<file path="src/design/sm3e_pkg.sv">
// Shared types, constants and bit functions for the SM3 hash engine.
`default_nettype none
package sm3e_pkg;

  localparam logic [31:0] T_LOW  = 32'h79CC4519;
  localparam logic [31:0] T_HIGH = 32'h7A879D8A;
  localparam logic [7:0]  PAD_MARK = 8'h80;
  localparam logic [5:0]  LEN_POS  = 6'd56;
  localparam logic [5:0]  LAST_ROUND = 6'd63;
  localparam logic [2:0]  LAST_WORD_IDX = 3'd7;

  localparam logic [7:0][31:0] IV = {
    32'hB0FB0E4E, 32'hE38DEE4D, 32'h163138AA, 32'hA96F30BC,
    32'hDA8A0600, 32'h172442D7, 32'h4914B2B9, 32'h7380166F
  };

  typedef enum logic [1:0] {
    ST_IDLE,
    ST_PAD,
    ST_COMP,
    ST_OUT
  } state_t;

  // Controls from the sequencer to the compression unit.
  typedef struct packed {
    logic start;  // load working variables, begin 64 rounds
    logic push;   // shift a new message word into the schedule window
  } comp_ctl_t;

  function automatic logic [31:0] rotl32(input logic [31:0] x, input int n);
    rotl32 = (x << n) | (x >> (32 - n));
  endfunction

  function automatic logic [31:0] perm0(input logic [31:0] x);
    perm0 = x ^ rotl32(x, 9) ^ rotl32(x, 17);
  endfunction

  function automatic logic [31:0] perm1(input logic [31:0] x);
    perm1 = x ^ rotl32(x, 15) ^ rotl32(x, 23);
  endfunction

endpackage
`default_nettype wire

</file>
<file path="src/design/sm3e_compress.sv">
// SM3 compression unit: one round per cycle with a 16-word schedule window.
`default_nettype none
module sm3e_compress (
  input  wire logic                  clk,
  input  wire logic                  rst,
  input  wire sm3e_pkg::comp_ctl_t   ctl,
  input  wire logic [31:0]           push_word,
  input  wire logic [7:0][31:0]      cv,
  output logic                       done,
  output logic [7:0][31:0]           result
);

  logic [15:0][31:0] win;
  logic [7:0][31:0]  v;
  logic [5:0]        round;
  logic [31:0]       t_rot;
  logic              active;

  logic [31:0] a12, ss1, ss2, ff, gg, tt1, tt2, w_new;
  logic        early;

  assign early = (round[5:4] == 2'b00);

  always_comb begin
    a12 = sm3e_pkg::rotl32(v[0], 12);
    ss1 = sm3e_pkg::rotl32(a12 + v[4] + t_rot, 7);
    ss2 = ss1 ^ a12;
    if (early) begin
      ff = v[0] ^ v[1] ^ v[2];
      gg = v[4] ^ v[5] ^ v[6];
    end else begin
      ff = (v[0] & v[1]) | (v[0] & v[2]) | (v[1] & v[2]);
      gg = (v[4] & v[5]) | (~v[4] & v[6]);
    end
    tt1 = ff + v[3] + ss2 + (win[0] ^ win[4]);
    tt2 = gg + v[7] + ss1 + win[0];
    w_new = sm3e_pkg::perm1(win[0] ^ win[7] ^ sm3e_pkg::rotl32(win[13], 15))
          ^ sm3e_pkg::rotl32(win[3], 7) ^ win[10];
    result[0] = tt1;
    result[1] = v[0];
    result[2] = sm3e_pkg::rotl32(v[1], 9);
    result[3] = v[2];
    result[4] = sm3e_pkg::perm0(tt2);
    result[5] = v[4];
    result[6] = sm3e_pkg::rotl32(v[5], 19);
    result[7] = v[6];
  end

  assign done = active && (round == sm3e_pkg::LAST_ROUND);

  // Schedule window: win[0] is the word of the current round.
  always_ff @(posedge clk) begin
    if (ctl.push) begin
      win <= {push_word, win[15:1]};
    end else if (active) begin
      win <= {w_new, win[15:1]};
    end
  end

  always_ff @(posedge clk) begin
    if (ctl.start) begin
      v     <= cv;
      t_rot <= sm3e_pkg::T_LOW;
    end else if (active) begin
      v <= result;
      if (round == 6'd15) begin
        t_rot <= sm3e_pkg::rotl32(sm3e_pkg::T_HIGH, 16);
      end else begin
        t_rot <= sm3e_pkg::rotl32(t_rot, 1);
      end
    end
  end

  always_ff @(posedge clk) begin
    if (rst) begin
      active <= 1'b0;
      round  <= '0;
    end else if (ctl.start) begin
      active <= 1'b1;
      round  <= '0;
    end else if (active) begin
      round <= round + 6'd1;
      if (done) begin
        active <= 1'b0;
      end
    end
  end

endmodule
`default_nettype wire

</file>
<file path="src/design/sm3_hash_engine_top.sv">
// Top level of the streaming SM3 hash engine.
//
// Usage:
//   Input stream (s_*): one message byte per request. s_tdata carries the
//   byte, s_tuser marks it as a real byte, s_tlast ends the message. A
//   request with s_tuser low adds nothing; with s_tlast high it still
//   finishes the message, so an empty message is one such request.
//   Output stream (m_*): eight requests per message, the 256-bit digest as
//   big-endian 32-bit words, word 0 first; m_tlast marks word 7.
//   Throughput: one byte per cycle while the 64-byte block fills; each full
//   block then holds s_tready low while the shared round unit compresses
//   it, one SM3 round per cycle. After the last byte, padding bytes go in
//   one per cycle up to the block end, then each padding block (one or
//   two) is compressed, then the eight digest words leave, one per cycle
//   while m_tready is high.
//   A stalled receiver holds the current word; no new input is taken until
//   word 7 is delivered, after which the chaining value returns to the IV.
//   Reset (rst, synchronous, active high) loads the IV and clears the fill
//   count, bit length and sequencer.
`default_nettype none
module sm3_hash_engine_top (
  input  wire logic        clk,
  input  wire logic        rst,
  input  wire logic        s_tvalid,
  output logic             s_tready,
  input  wire logic [7:0]  s_tdata,   // [7:0] msg_byte
  input  wire logic        s_tuser,   // [0] byte_valid
  input  wire logic        s_tlast,   // last_byte
  output logic             m_tvalid,
  input  wire logic        m_tready,
  output logic [39:0]      m_tdata,   // [31:0] digest_word, [34:32] word_index, zero fill
  output logic             m_tlast    // last_word
);

  sm3e_pkg::state_t    state, state_next;
  sm3e_pkg::comp_ctl_t ctl;

  logic [7:0][31:0] cv;
  logic [7:0][31:0] result;
  logic             done;
  logic [23:0]      acc;
  logic [5:0]       fill;
  logic [63:0]      bit_length;
  logic             padding;
  logic             pad_first;
  logic             len_ok;
  logic             final_blk;
  logic [2:0]       out_idx;

  logic        s_fire, m_fire;
  logic        push_en, wrap;
  logic [7:0]  push_byte, pad_byte;
  logic [5:0]  len_base;

  assign s_fire = s_tvalid && s_tready;
  assign m_fire = m_tvalid && m_tready;

  // Padding byte: marker, then zeros, then the big-endian bit length in
  // the last eight positions of the final block.
  assign len_base = {~fill[2:0], 3'b000};
  always_comb begin
    if (pad_first) begin
      pad_byte = sm3e_pkg::PAD_MARK;
    end else if (len_ok && (fill >= sm3e_pkg::LEN_POS)) begin
      pad_byte = bit_length[len_base +: 8];
    end else begin
      pad_byte = 8'h00;
    end
  end

  always_comb begin
    push_en   = 1'b0;
    push_byte = s_tdata;
    case (state)
      sm3e_pkg::ST_IDLE: begin
        push_en = s_fire && s_tuser;
      end
      sm3e_pkg::ST_PAD: begin
        push_en   = 1'b1;
        push_byte = pad_byte;
      end
      default: begin
        push_en = 1'b0;
      end
    endcase
  end

  assign wrap      = push_en && (fill == 6'd63);
  assign ctl.push  = push_en && (fill[1:0] == 2'b11);
  assign ctl.start = wrap;

  sm3e_compress u_compress (
    .clk       (clk),
    .rst       (rst),
    .ctl       (ctl),
    .push_word ({acc, push_byte}),
    .cv        (cv),
    .done      (done),
    .result    (result)
  );

  // Next state.
  always_comb begin
    state_next = state;
    case (state)
      sm3e_pkg::ST_IDLE: begin
        if (s_fire) begin
          if (wrap) begin
            state_next = sm3e_pkg::ST_COMP;
          end else if (s_tlast) begin
            state_next = sm3e_pkg::ST_PAD;
          end
        end
      end
      sm3e_pkg::ST_PAD: begin
        if (wrap) begin
          state_next = sm3e_pkg::ST_COMP;
        end
      end
      sm3e_pkg::ST_COMP: begin
        if (done) begin
          if (final_blk) begin
            state_next = sm3e_pkg::ST_OUT;
          end else if (padding) begin
            state_next = sm3e_pkg::ST_PAD;
          end else begin
            state_next = sm3e_pkg::ST_IDLE;
          end
        end
      end
      sm3e_pkg::ST_OUT: begin
        if (m_fire && (out_idx == sm3e_pkg::LAST_WORD_IDX)) begin
          state_next = sm3e_pkg::ST_IDLE;
        end
      end
      default: begin
        state_next = sm3e_pkg::ST_IDLE;
      end
    endcase
  end

  // Port outputs.
  always_comb begin
    s_tready = (state == sm3e_pkg::ST_IDLE);
    m_tvalid = (state == sm3e_pkg::ST_OUT);
    m_tdata  = {5'b00000, out_idx, cv[out_idx]};
    m_tlast  = (out_idx == sm3e_pkg::LAST_WORD_IDX);
  end

  always_ff @(posedge clk) begin
    if (rst) begin
      state <= sm3e_pkg::ST_IDLE;
    end else begin
      state <= state_next;
    end
  end

  // Byte collector: gather three bytes, the fourth completes a word.
  always_ff @(posedge clk) begin
    if (push_en) begin
      acc <= {acc[15:0], push_byte};
    end
  end

  always_ff @(posedge clk) begin
    if (rst) begin
      cv         <= sm3e_pkg::IV;
      fill       <= '0;
      bit_length <= '0;
      padding    <= 1'b0;
      pad_first  <= 1'b0;
      len_ok     <= 1'b0;
      final_blk  <= 1'b0;
      out_idx    <= '0;
    end else begin
      if (push_en) begin
        fill <= fill + 6'd1;
      end
      if ((state == sm3e_pkg::ST_IDLE) && s_fire) begin
        if (s_tuser) begin
          bit_length <= bit_length + 64'd8;
        end
        if (s_tlast) begin
          padding   <= 1'b1;
          pad_first <= 1'b1;
          len_ok    <= 1'b0;
        end
      end
      if (state == sm3e_pkg::ST_PAD) begin
        pad_first <= 1'b0;
        // Marker below the length field: length fits in this block.
        if (pad_first && (fill < sm3e_pkg::LEN_POS)) begin
          len_ok <= 1'b1;
        end
        if (wrap) begin
          len_ok <= 1'b1;
          if (len_ok && !pad_first) begin
            final_blk <= 1'b1;
          end
        end
      end
      if (done) begin
        for (int k = 0; k < 8; k++) begin
          cv[k] <= cv[k] ^ result[k];
        end
      end
      if (m_fire) begin
        out_idx <= out_idx + 3'd1;
        // Last word gone: back to the IV for the next message.
        if (out_idx == sm3e_pkg::LAST_WORD_IDX) begin
          cv         <= sm3e_pkg::IV;
          bit_length <= '0;
          padding    <= 1'b0;
          final_blk  <= 1'b0;
          len_ok     <= 1'b0;
        end
      end
    end
  end

endmodule
`default_nettype wire
</file>
<file path="config.mk">
export PLATFORM = sky130hd
export DESIGN_NAME = sm3_hash_engine_top
export DESIGN_NICKNAME = d
export VERILOG_FILES = /design/src/design/sm3e_pkg.sv /design/src/design/sm3e_compress.sv /design/src/design/sm3_hash_engine_top.sv
export SDC_FILE = /design/constraint.sdc
export NUM_CORES = 2
export LEC_CHECK = 0
export BUFFER_PORTS_ARGS = -buffer_cell sky130_fd_sc_hd__buf_2
export CORE_ASPECT_RATIO = 0.6
export CORE_MARGIN = 10
export CORE_UTILIZATION = 55
export DETAILED_ROUTE_END_ITERATION = 6
export PLACE_DENSITY = 0.72
export SLEW_MARGIN = 10
export SYNTH_ARGS = -nofsm -noshare
export SYNTH_HDL_FRONTEND = slang
export SYNTH_SLANG_ARGS = --single-unit
</file>
<file path="constraint.sdc">
create_clock -name clk -period 22.2 [get_ports clk]
set_clock_uncertainty 0.05 [all_clocks]
set_input_delay 4.44 -clock clk [delete_from_list [all_inputs] [get_ports clk]]
set_output_delay 4.44 -clock clk [all_outputs]
set_load 0.01 [all_outputs]
</file>
==> flow_metrics.env <==
export IMPL_rows=91
export IMPL_drt_pass1_iter_count=6
export IMPL_cts_tree="yes"
export IMPL_htreeDepth=3
export IMPL_synth_distinct_cells=81
export IMPL_clkSinkCount=1163
export IMPL_start_util=0.556
export IMPL_cpPeakStageDelay_ns=0.77
export IMPL_drc_errors=0
export IMPL_reg2regPathDepth=30
export IMPL_cp_arrival_ns=9.94
export IMPL_routedWlPerCell_um=26.9
export IMPL_vias_per_cell=6.09
export IMPL_cp_start_kind="flip-flop"
export IMPL_die_y_um=270
export IMPL_antenna_found_initial=9
export IMPL_synthCells=4999
export IMPL_synth_area_leaders="edfxtp_1, dfxtp_1, fa_1"
export IMPL_p_leak_nw=23.1
export IMPL_grt_pass1_vias=35700
export IMPL_cp_max_fo=3
export IMPL_core_area_um2=103000
export IMPL_worst_pin_slew_ns=1.36
export IMPL_synth_area_per_cell_um2=11.5
export IMPL_clkTransAtPathRegs_ns=0.07
export IMPL_dpl_cell_count=6277
export IMPL_synth_seq_cells=1163
export IMPL_required_ns=22.81
export IMPL_slew_viol_final=0
export IMPL_finalWirelength_um=174000
export IMPL_final_common_cell="nand2_1"
export IMPL_cts_buffer_depth=3
export IMPL_slew_headroom=0.0858
export IMPL_cpMostUsedCell="fa_1"
export IMPL_finalHoldViolCount=0
export IMPL_instances_no_fill=6476
export IMPL_finalCriticalPeriod_ns=9.33
export IMPL_hold_buffers=0
export IMPL_async_reset_ff_frac=0
export IMPL_place_gp_congestion=1.04
export IMPL_die_area_um2=118000
export IMPL_yosysSeqAreaShare=0.544
export IMPL_drive_gt1_frac=0.0843
export IMPL_cts_root_buf="clkbuf_16"
export IMPL_numCtsBuffers=104
export IMPL_fin_setup_tns_ns=0
export IMPL_syn2layout_area_growth_pct=9.26
export IMPL_ir_drop_mv=0.229
export IMPL_hold_path_class="reg -> reg"
export IMPL_drv_cap=0
export IMPL_vias=39500
export IMPL_syn_area_um2=57300
export IMPL_die_w_um=437
export IMPL_track_usage=0.288
export IMPL_ant_nets=0
export IMPL_hold_path_depth=0
export IMPL_pre_cts_slack_ns=12.45
export IMPL_fin_crit_sh=0.420
export IMPL_outcome="finished clean"
export IMPL_cts_resized=0
export IMPL_critical_path_class="reg -> reg"
export IMPL_yosysWarningCount=0
export IMPL_setup_viol=0
export IMPL_hpwl_um=126000
export IMPL_cts_setup_buffers=0
export IMPL_power_density_nw_per_um2=112
export IMPL_synth_ff_type="edfxtp_1"
export IMPL_synth_top_area_frac=0.415
export IMPL_numPortBuffers=51
export IMPL_crit_slowest_cell="a211oi_1"
export IMPL_rsz0062_at_grt="no"
export IMPL_worst_slack_ns=12.87
export IMPL_grt_pass1_wl_um=250000
export IMPL_total_power_mw=6.99
export IMPL_clkLatencyLatePin_ns=0.77
export IMPL_mostFrequentLayoutCells="nand2_1, edfxtp_1, dfxtp_1"
export IMPL_final_core_util=0.608
export IMPL_synth_edf_count=792
export IMPL_grt_max_degree=210
export IMPL_critPathCaptureType="flip-flop"
export IMPL_fmax_ghz=0.107
export IMPL_nets=5288
export IMPL_drt_iter0_drc=6252
export IMPL_yosysTopAreaCell="edfxtp_1"
export IMPL_ioPinCount=57
export IMPL_overflow=0
[report_power, final]
group          total [mW]  internal, mW  leakage, nW  switching [mW]
Clock                1.96          1.09         1.78           0.866
Sequential           2.44          2.42         10.1          0.0162
Combinational        2.59         0.847         11.2            1.74
[per-layer routing]
metal / wire length, µm / track usage / up-vias
li1: - / - / 17300
met1: 76300 / 0.459 / 19500
met2: 61700 / 0.334 / 2488
met3: 31800 / 0.142 / 224
met4: 4110 / 0.0641 / 10
met5: 167 / 0.00785 / -
[sequential cells by signal (all words and copies together), names as in the netlist]
name,cells
pad_first,1
u_compress.round,6
padding,1
u_compress.t_rot,32
u_compress.result,128
u_compress.v,128
acc,24
bit_length,61
out_idx,3
u_compress.active,1
state,2
len_ok,1
fill,6
u_compress.win,512
final_blk,1
cv,256
[cell type report]
| type | count | area (µm²) |
|---|---|---|
| fill | 8119 | 40400 |
| timing repair buffer | 88 | 608 |
| sequential | 1163 | 31200 |
| inverter | 186 | 698 |
| clock buffer | 131 | 2880 |
| tap | 1395 | 1750 |
| clock inverter | 65 | 805 |
| antenna | 3 | 7.51 |
| multi-input combinational | 3445 | 24700 |
[stage by stage]
| step | hold slack, ns | area (µm²) |
|---|---|---|
| final | 0.322 | 62600 |
| after CTS | 0.340 | 62600 |
| after global placement | 0.350 | 59000 |
| after floorplan | 0.350 | 57300 |
| after global routing | 0.344 | 62600 |
| after detailed placement | 0.355 | 59000 |
[cells by family after synthesis]
group                    synth area share
adder cells (fa/ha/maj)            0.0874
multiplexers                       0.0495
XOR/XNOR                           0.0971
AO/OA/AOI/OAI                      0.0744
flip-flops                          0.544
buffers and inverters              0.0267
AND/OR/NAND/NOR                     0.120
other                           0.0000654
[path summary, 6_finish.rpt]
path                         startpoint                   to  slack (ns)
setup / recovery  u_compress.result[53]               cv[31]       12.87
hold / removal      u_compress.win[215]  u_compress.win[183]        0.32
setup reg to reg  u_compress.result[53]               cv[31]       12.87
hold reg to reg     u_compress.win[215]  u_compress.win[183]        0.32
[synth_stat cells (20+ instances only)]
| cell type | instances |
|---|---|
| xor2_1 | 289 |
| mux4_2 | 77 |
| nand3_1 | 44 |
| or3_1 | 49 |
| nand4_1 | 20 |
| ha_1 | 98 |
| nor2_1 | 336 |
| and3_1 | 124 |
| dfxtp_1 | 371 |
| a21o_1 | 39 |
| a31oi_1 | 30 |
| fa_1 | 188 |
| clkbuf_1 | 165 |
| inv_1 | 185 |
| nor3_1 | 41 |
| xnor2_1 | 319 |
| nand2_1 | 945 |
| mux2i_1 | 53 |
| a21oi_1 | 225 |
| o211ai_1 | 23 |
| edfxtp_1 | 792 |
| mux2_2 | 51 |
| o21ai_0 | 270 |
| buf_2 | 22 |
[worst max-delay path: cells and delay by family (launching register included)]
| kind | cells | cell delay [ns] |
|---|---|---|
| xor gates and xnor gates | 3 | 1.09 |
| and+or+nand+nor | 4 | 0.84 |
| DFF | 1 | 0.40 |
| AOI/OAI and AO/OA | 13 | 3.97 |
| adders and majority gates | 6 | 2.47 |
| buffers and inverters | 4 | 0.41 |
Power figures use the tool's default switching activity.
